`config.mk`:
```
export PLATFORM = sky130hd
export DESIGN_NAME = virtual_timer_multiplexer
export DESIGN_NICKNAME = d
export VERILOG_FILES = /design/src/rtl/vtm_pkg.sv /design/src/rtl/vtm_ram.sv /design/src/rtl/virtual_timer_multiplexer.sv
export SDC_FILE = /design/constraint.sdc
export NUM_CORES = 2
export LEC_CHECK = 0
export BUFFER_PORTS_ARGS = -buffer_cell sky130_fd_sc_hd__buf_2
export CAP_MARGIN = 5
export CORE_ASPECT_RATIO = 1.5
export CORE_MARGIN = 5
export CORE_UTILIZATION = 45
export DETAILED_ROUTE_END_ITERATION = 10
export PLACE_DENSITY = 0.65
export SLEW_MARGIN = 30
export SYNTH_ARGS = -nofsm -noshare
export SYNTH_HDL_FRONTEND = slang
export SYNTH_SLANG_ARGS = --single-unit
```
`constraint.sdc`:
```
create_clock -name clk -period 12.23 [get_ports clk]
set_input_delay 0.6115 -clock clk [delete_from_list [all_inputs] [get_ports clk]]
set_output_delay 0.6115 -clock clk [all_outputs]
set_load 0.005 [all_outputs]
```
`src/rtl/vtm_pkg.sv`:
```
// ----------------------------------------------------------------------------
// vtm_pkg
// Shared types and codes for the virtual timer multiplexer.
// ----------------------------------------------------------------------------
`default_nettype none

package vtm_pkg;

  localparam int NUM_TIMERS_DEF = 16;
  localparam int MAX_RES        = 16;

  localparam logic [1:0] OP_TICK   = 2'd0;
  localparam logic [1:0] OP_START  = 2'd1;
  localparam logic [1:0] OP_CANCEL = 2'd2;
  localparam logic [1:0] OP_UNUSED = 2'd3;

  localparam logic [2:0] EV_STARTED   = 3'd0;
  localparam logic [2:0] EV_EXPIRED   = 3'd1;
  localparam logic [2:0] EV_CANCELLED = 3'd2;
  localparam logic [2:0] EV_FULL      = 3'd3;
  localparam logic [2:0] EV_BADID     = 3'd4;

  typedef struct packed {
    logic [1:0]  op;
    logic [31:0] interval;
    logic        repeat_req;
    logic [7:0]  callback_tag;
    logic [3:0]  cancel_id;
  } req_t;

  typedef struct packed {
    logic [2:0] event_res;
    logic [3:0] slot;
    logic [7:0] tag;
    logic       last;
  } rsp_t;

  // one timer entry as kept in the slot RAM
  typedef struct packed {
    logic [31:0] deadline;
    logic [31:0] period;
    logic        rep;
    logic [7:0]  tag;
  } entry_t;

endpackage

`default_nettype wire

```
`src/rtl/vtm_ram.sv`:
```
// ----------------------------------------------------------------------------
// vtm_ram
// Generic single-port-write, single-port-read RAM with registered read.
// ----------------------------------------------------------------------------
`default_nettype none

module vtm_ram #(
  parameter int WIDTH = 8,
  parameter int DEPTH = 16,
  parameter int AW    = (DEPTH > 1) ? $clog2(DEPTH) : 1
) (
  input  wire logic                 clk,
  input  wire logic                 we,
  input  wire logic [AW-1:0]        waddr,
  input  wire logic [WIDTH-1:0]     wdata,
  input  wire logic [AW-1:0]        raddr,
  output      logic [WIDTH-1:0]     rdata
);

  logic [WIDTH-1:0] mem [DEPTH];

  always_ff @(posedge clk) begin
    if (we) begin
      mem[waddr] <= wdata;
    end
    rdata <= mem[raddr];
  end

endmodule

`default_nettype wire

```
`src/rtl/virtual_timer_multiplexer.sv`:
```
// ----------------------------------------------------------------------------
// virtual_timer_multiplexer
// Many one-shot / periodic virtual timers over one 32-bit microsecond count.
// ----------------------------------------------------------------------------
// Start: the result goes through S_EMIT to the result beat. Cancel: adds S_CRD
// for one slot RAM read of the tag. Tick: each expiry costs one full pass over
// the slot RAM (S_SCAN over all NUM_TIMERS slots, then S_DECIDE), with at most
// 16 expiries per tick; the single read port of the slot RAM sets this.
// One item is in work at a time; req_stall is high until its last beat is
// in the output register.
// Reset (rst, synchronous) clears the count, all valid bits and the FSM.
`default_nettype none

module virtual_timer_multiplexer
  import vtm_pkg::*;
#(
  parameter int NUM_TIMERS = NUM_TIMERS_DEF
) (
  input  wire logic clk,
  input  wire logic rst,
  input  wire logic req_valid,
  output      logic req_stall,
  input  wire req_t req,
  output      logic rsp_valid,
  input  wire logic rsp_stall,
  output      rsp_t rsp
);

  localparam int AW = (NUM_TIMERS > 1) ? $clog2(NUM_TIMERS) : 1;
  localparam int PW = $clog2(NUM_TIMERS + 1);   // pointer / count width
  localparam int EW = $bits(entry_t);

  localparam logic [2:0] S_IDLE   = 3'd0;
  localparam logic [2:0] S_CRD    = 3'd1;  // cancel: wait for tag read
  localparam logic [2:0] S_EMIT   = 3'd2;  // push res to output register
  localparam logic [2:0] S_SCAN   = 3'd3;  // sweep all slots for best due
  localparam logic [2:0] S_DECIDE = 3'd4;  // retire best, emit previous

  logic [2:0]           state;
  logic [31:0]          now_count;
  logic [NUM_TIMERS-1:0] valid;
  logic [AW-1:0]        rank [NUM_TIMERS];

  rsp_t                 res;
  logic [AW-1:0]        cslot;

  // scan bookkeeping
  logic [PW-1:0]        ptr;
  logic                 found;
  logic [AW-1:0]        best;
  entry_t               best_e;
  logic [4:0]           k;
  logic                 pend;
  logic [AW-1:0]        pend_slot;
  logic [7:0]           pend_tag;

  // slot RAM
  logic                 we;
  logic [AW-1:0]        waddr, raddr;
  entry_t               wdata, rdata;

  vtm_ram #(.WIDTH(EW), .DEPTH(NUM_TIMERS), .AW(AW)) u_ram (
    .clk   (clk),
    .we    (we),
    .waddr (waddr),
    .wdata (wdata),
    .raddr (raddr),
    .rdata (rdata)
  );

  logic accept, out_free;
  assign req_stall = (state != S_IDLE);
  assign accept    = req_valid && !req_stall;
  assign out_free  = !rsp_valid || !rsp_stall;

  // lowest free slot
  logic          have_free;
  logic [AW-1:0] free_idx;
  always_comb begin
    have_free = 1'b0;
    free_idx  = '0;
    for (int i = NUM_TIMERS - 1; i >= 0; i--) begin
      if (!valid[i]) begin
        have_free = 1'b1;
        free_idx  = AW'(i);
      end
    end
  end

  logic [PW-1:0] cnt;
  assign cnt = PW'($countones(valid));

  logic          id_ok;
  logic [AW-1:0] id_idx;
  assign id_idx = AW'(req.cancel_id);
  assign id_ok  = (32'(req.cancel_id) < 32'(NUM_TIMERS)) && valid[id_idx];

  logic [31:0] start_iv;
  assign start_iv = (req.repeat_req && req.interval == 32'd0) ? 32'd1 : req.interval;

  // candidate from the entry read last cycle
  logic          d_on;
  logic [AW-1:0] d_slot;
  logic          better;
  assign d_on   = (state == S_SCAN) && (ptr != '0);
  assign d_slot = AW'(ptr - PW'(1));
  assign better = d_on && valid[d_slot] && (rdata.deadline <= now_count) &&
                  (!found || (rdata.deadline < best_e.deadline) ||
                   (rdata.deadline == best_e.deadline && rank[d_slot] < rank[best]));

  // RAM ports
  always_comb begin
    we    = 1'b0;
    waddr = free_idx;
    wdata = '{deadline: now_count + start_iv, period: start_iv,
              rep: req.repeat_req, tag: req.callback_tag};
    raddr = '0;
    if (state == S_IDLE) begin
      raddr = id_idx;
      we    = accept && req.op == OP_START && have_free;
    end else if (state == S_SCAN) begin
      raddr = (ptr < PW'(NUM_TIMERS)) ? AW'(ptr) : '0;
    end else if (state == S_DECIDE) begin
      waddr = best;
      wdata = best_e;
      wdata.deadline = best_e.deadline + best_e.period;
      we    = found && best_e.rep && (!pend || out_free);
    end
  end

  // rank drop request, applied to all valid slots in parallel
  logic          drop;
  logic [AW-1:0] drop_slot;
  always_comb begin
    drop      = 1'b0;
    drop_slot = best;
    if (state == S_IDLE && accept && req.op == OP_CANCEL && id_ok) begin
      drop      = 1'b1;
      drop_slot = id_idx;
    end else if (state == S_DECIDE && found && (!pend || out_free)) begin
      drop = 1'b1;
    end
  end

  always_ff @(posedge clk) begin
    for (int j = 0; j < NUM_TIMERS; j++) begin
      if (drop && valid[j] && AW'(j) != drop_slot && rank[j] > rank[drop_slot]) begin
        rank[j] <= rank[j] - AW'(1);
      end
    end
    if (state == S_IDLE && accept && req.op == OP_START && have_free) begin
      rank[free_idx] <= AW'(cnt);
    end
    if (state == S_DECIDE && found && (!pend || out_free) && best_e.rep) begin
      rank[best] <= AW'(cnt - PW'(1));  // rearmed: goes to the back
    end
  end

  // output register valid: load on a new beat, clear once taken
  logic rsp_load;
  assign rsp_load = out_free &&
                    ((state == S_EMIT) || (state == S_DECIDE && found && pend));

  always_ff @(posedge clk) begin
    if (rst) begin
      rsp_valid <= 1'b0;
    end else if (rsp_load) begin
      rsp_valid <= 1'b1;
    end else if (!rsp_stall) begin
      rsp_valid <= 1'b0;
    end
  end

  always_ff @(posedge clk) begin
    if (rst) begin
      state     <= S_IDLE;
      now_count <= '0;
      valid     <= '0;
      ptr       <= '0;
      found     <= 1'b0;
      k         <= '0;
      pend      <= 1'b0;
    end else begin
      case (state)
        S_IDLE: begin
          if (accept) begin
            case (req.op)
              OP_TICK: begin
                now_count <= now_count + 32'd1;
                k         <= '0;
                pend      <= 1'b0;
                ptr       <= '0;
                found     <= 1'b0;
                state     <= S_SCAN;
              end
              OP_START: begin
                if (have_free) begin
                  valid[free_idx] <= 1'b1;
                  res <= '{event_res: EV_STARTED, slot: 4'(free_idx),
                           tag: req.callback_tag, last: 1'b1};
                end else begin
                  res <= '{event_res: EV_FULL, slot: 4'd0,
                           tag: req.callback_tag, last: 1'b1};
                end
                state <= S_EMIT;
              end
              OP_CANCEL: begin
                if (id_ok) begin
                  valid[id_idx] <= 1'b0;
                  cslot         <= id_idx;
                  state         <= S_CRD;
                end else begin
                  res <= '{event_res: EV_BADID, slot: req.cancel_id,
                           tag: 8'd0, last: 1'b1};
                  state <= S_EMIT;
                end
              end
              default: begin
              end
            endcase
          end
        end
        S_CRD: begin
          res   <= '{event_res: EV_CANCELLED, slot: 4'(cslot), tag: rdata.tag, last: 1'b1};
          state <= S_EMIT;
        end
        S_EMIT: begin
          if (out_free) begin
            rsp   <= res;
            state <= S_IDLE;
          end
        end
        S_SCAN: begin
          if (better) begin
            found  <= 1'b1;
            best   <= d_slot;
            best_e <= rdata;
          end
          if (ptr == PW'(NUM_TIMERS)) begin
            state <= S_DECIDE;
          end else begin
            ptr <= ptr + PW'(1);
          end
        end
        S_DECIDE: begin
          if (!found) begin
            if (pend) begin
              res   <= '{event_res: EV_EXPIRED, slot: 4'(pend_slot),
                         tag: pend_tag, last: 1'b1};
              state <= S_EMIT;
            end else begin
              state <= S_IDLE;
            end
          end else if (!pend || out_free) begin
            if (pend) begin
              rsp <= '{event_res: EV_EXPIRED, slot: 4'(pend_slot),
                       tag: pend_tag, last: 1'b0};
            end
            if (!best_e.rep) begin
              valid[best] <= 1'b0;
            end
            k <= k + 5'd1;
            if (k + 5'd1 == 5'(MAX_RES)) begin
              pend  <= 1'b0;
              res   <= '{event_res: EV_EXPIRED, slot: 4'(best),
                         tag: best_e.tag, last: 1'b1};
              state <= S_EMIT;
            end else begin
              pend      <= 1'b1;
              pend_slot <= best;
              pend_tag  <= best_e.tag;
              ptr       <= '0;
              found     <= 1'b0;
              state     <= S_SCAN;
            end
          end
        end
        default: begin
          state <= S_IDLE;
        end
      endcase
    end
  end

  // ---- checks ----
  a_ram_write_ctx: assert property (@(posedge clk) disable iff (rst)
    we |-> (state == S_IDLE || state == S_DECIDE))
    else $error("slot RAM written outside start or retire");

  a_k_bound: assert property (@(posedge clk) disable iff (rst)
    k <= 5'(MAX_RES))
    else $error("expiry count beyond limit");

  a_retire_only_due: assert property (@(posedge clk) disable iff (rst)
    (state == S_DECIDE && found) |-> (best_e.deadline <= now_count))
    else $error("retiring a timer that is not due");

  a_emit_loads: assert property (@(posedge clk) disable iff (rst)
    (state == S_EMIT && out_free) |=> (rsp_valid && state == S_IDLE))
    else $error("result beat not issued");

endmodule

`default_nettype wire
```
==> impl_metrics.yaml <==
route:
  dr_total_vias: 38900
  drc: 0
  first_pass_iters: 6
  wl_um: 173000
  drt_iter0_drc: 3492
  avgRoutedWirePerCell_um: 26.9
  drtAntennaViolNets: 0
  routed_via_density: 6.04
placed_design:
  io_buffers: 68
  place_congestion: 0.928
  pre_cts_ws_ps: 5730
  dp_hpwl_um: 103000
global_route:
  antenna_found_initial: 16
  grt_pass1_wl_um: 256000
  gr-total-overflow: 0
  grt.total_usage_pct: 22.1
  grt_max_degree: 145
  grt_pass1_vias: 39200
logic_synthesis:
  synth_fa_ha_area_share_pct: 4.55
  synth.distinct_cells: 73
  syn_area_per_cell_um2: 15.4
  synthCells: 4333
  synth_xor_area_share_pct: 1.62
  synth-compound-area-share_pct: 6.24
  yosys_warnings: 0
  synth-edff-count: 1356
  synth_nets: 4619
  synth_area_um2: 66600
  synth-simple-area-share_pct: 7.00
  synth_seq_cells: 1497
  ys_async_sr_fraction_pct: 0
  muxShareOfSynthArea_pct: 12.9
  synth_top_family_by_area: "multiplexers"
  ys.flop_type: "edfxtp_1"
  yosysSeqAreaShare_pct: 65.4
power:
  swShare_pct: 23.4
  p_leak_nw: 25.0
  comb_power_share_pct: 9.4
  seq_power_share_pct: 51.0
  power_frac_clock_pct: 39.6
  p_int_mw: 8.65
  ir_drop_mv: 0.158
  power.total_mw: 11.3
  switchingPower_mw: 2.65
  power.density_nw_per_um2: 152
sta:
  final.period_utilization_pct: 50.6
  relSlewSlack_pct: 28.3
  rsz0062_at_grt: "no"
  worst_slack_ps: 6040
  skew_ps: 59.5
  max_freq_ghz: 0.161
  tightest_slew_ps: 1070
  setup_viol_count_final: 0
  fin_crit_ps: 6190
  report.final.slew_viol_count: 0
  fin_setup_tns_ps: 0
  hold_violations: 0
clock_tree:
  worstSkewPairLatency_ps: 790
  cts-buffers-inserted: 142
  htreeDepth: 4
  clk_path_buf_depth: 3
  hold_buffers: 0
  clkSinkCount: 1497
  clockRootBuffer: "clkbuf_16"
  cts_resized: 0
  clk_pin_slew_worst_paths_ps: 60
  post_cts_buffers: 0
  cts_tree: "done"
floorplanning:
  fp.coreArea_um2: 147000
  initial_core_util_pct: 45.3
  dieArea_um2: 156000
  row_count: 172
  die_y_um: 481
  ios: 69
  die_w_um: 324
setup_path:
  crit_type: "reg -> reg"
  crit_fanout: 41
  arrival_ps: 6590
  cp.buffers_inverters: 4
  start_kind: "register"
  path_cells: "inv_1, ha_1, buf_4, mux4_2, mux4_2, ha_1, a211oi_1, nand4_1, a311oi_1, nand4_1, a311o_1, inv_4, buf_4"
  required_ps: 12630
  critPathTopFamily: "buffers and inverters"
  max_stage_delay_ps: 680
  crit_path_end_kind: "register"
  cpMaxStageDelayCell: "buf_4"
flow_run:
  maxCapViolations: 0
layout:
  final_common_cell: "edfxtp_1"
  final_cell_mix: "1,356 x edfxtp_1, 434 x nand2_1, 341 x mux4_2, 223 x ha_1, 182 x nor2_1"
  fin_util_pct: 50.5
  layout.nets: 4685
  syn_to_final_growth_pct: 11.4
  drive_gt1_share_pct: 17.5
outcome:
  outcome: "finished clean"
hold_path:
  hp-class: "in -> reg"
power by group through the flow:
stage	registers, mW	clock network (mW)	logic, mW
2_1_floorplan	5.83	0	0.768
3_3_place_gp	5.87	0	1.06
3_5_place_dp	5.87	0	1.07
4_1_cts	5.76	4.56	1.08
5_1_grt	5.77	4.78	1.16
6_report	5.76	4.47	1.06
area by class of cell:
cell class | count | area [um^2]
diodes | 10 | 25.0
multi-input cells | 2447 | 21800
flip-flops and latches | 1497 | 43500
fillers | 12200 | 72600
clock buffers | 184 | 3850
repair buffers | 153 | 1030
clock inverters | 77 | 887
well taps | 1914 | 2390
inverters | 158 | 608
synth_stat cells (45+ instances only):
cell / n / area share, %
clkbuf_1: 153 / 0.86
dfxtp_1: 141 / 4.2
o21ai_0: 125 / 0.94
a211oi_1: 88 / 0.99
a31oi_1: 94 / 0.88
mux2i_1: 79 / 1.2
xor2_1: 45 / 0.59
nor3_1: 58 / 0.44
nand4_1: 48 / 0.45
mux4_2: 341 / 12
nor2_1: 201 / 1.1
a21oi_1: 151 / 1.1
ha_1: 223 / 4.2
inv_1: 158 / 0.89
buf_1: 53 / 0.30
and2_1: 82 / 0.77
nand2_1: 434 / 2.4
a21o_1: 52 / 0.59
edfxtp_1: 1356 / 61
xnor2_1: 78 / 1.0
through the flow:
stage | hold slack [ps] | instance area [um^2] | std cells
floorplan | 386 | 66600 | 4333
global route | 137 | 74100 | 6433
global placement | 387 | 69300 | 6169
detailed placement | 389 | 69300 | 6169
CTS | 82.8 | 74100 | 6430
finish | 154 | 74100 | 6440
kinds of logic after synthesis:
logic type	Yosys count
compound gates	651
xor+xnor	123
fa+ha+maj	235
buf+inv	389
flops	1497
mux	427
simple gates	1011
flip-flops by register name, summed over array words and instances, names as in the netlist, 3 cells and up, named ones only:
register / count
k: 5
best: 4
u_ram.rdata: 73
ptr: 5
rsp: 16
best_e: 73
cslot: 4
valid: 16
state: 3
u_ram.mem: 1168
rank: 64
now_count: 32
pend_tag: 8
pend_slot: 4
res: 15
final timing paths:
| check | slack, ps | endpoint | depth (start not counted) | from |
|---|---|---|---|---|
| hold / removal | 150 | res[6] | 2 | req[9] |
| hold reg to reg | 390 | best_e[8] | 0 | u_ram.rdata[8] |
| setup reg to reg | 6040 | best_e[65] | 13 | ptr[1] |
| setup / recovery | 6040 | best_e[65] | 13 | ptr[1] |
per-layer routing:
layer,up-vias,GRT usage (%),share of wire [%]
met5,-,0,0.051
met4,12,7.56,3.3
met3,330,3.56,5.9
met2,1423,38.5,51
met1,20100,28.4,39
li1,17000,-,-
No activity file was read; power rests on OpenSTA's default activity.
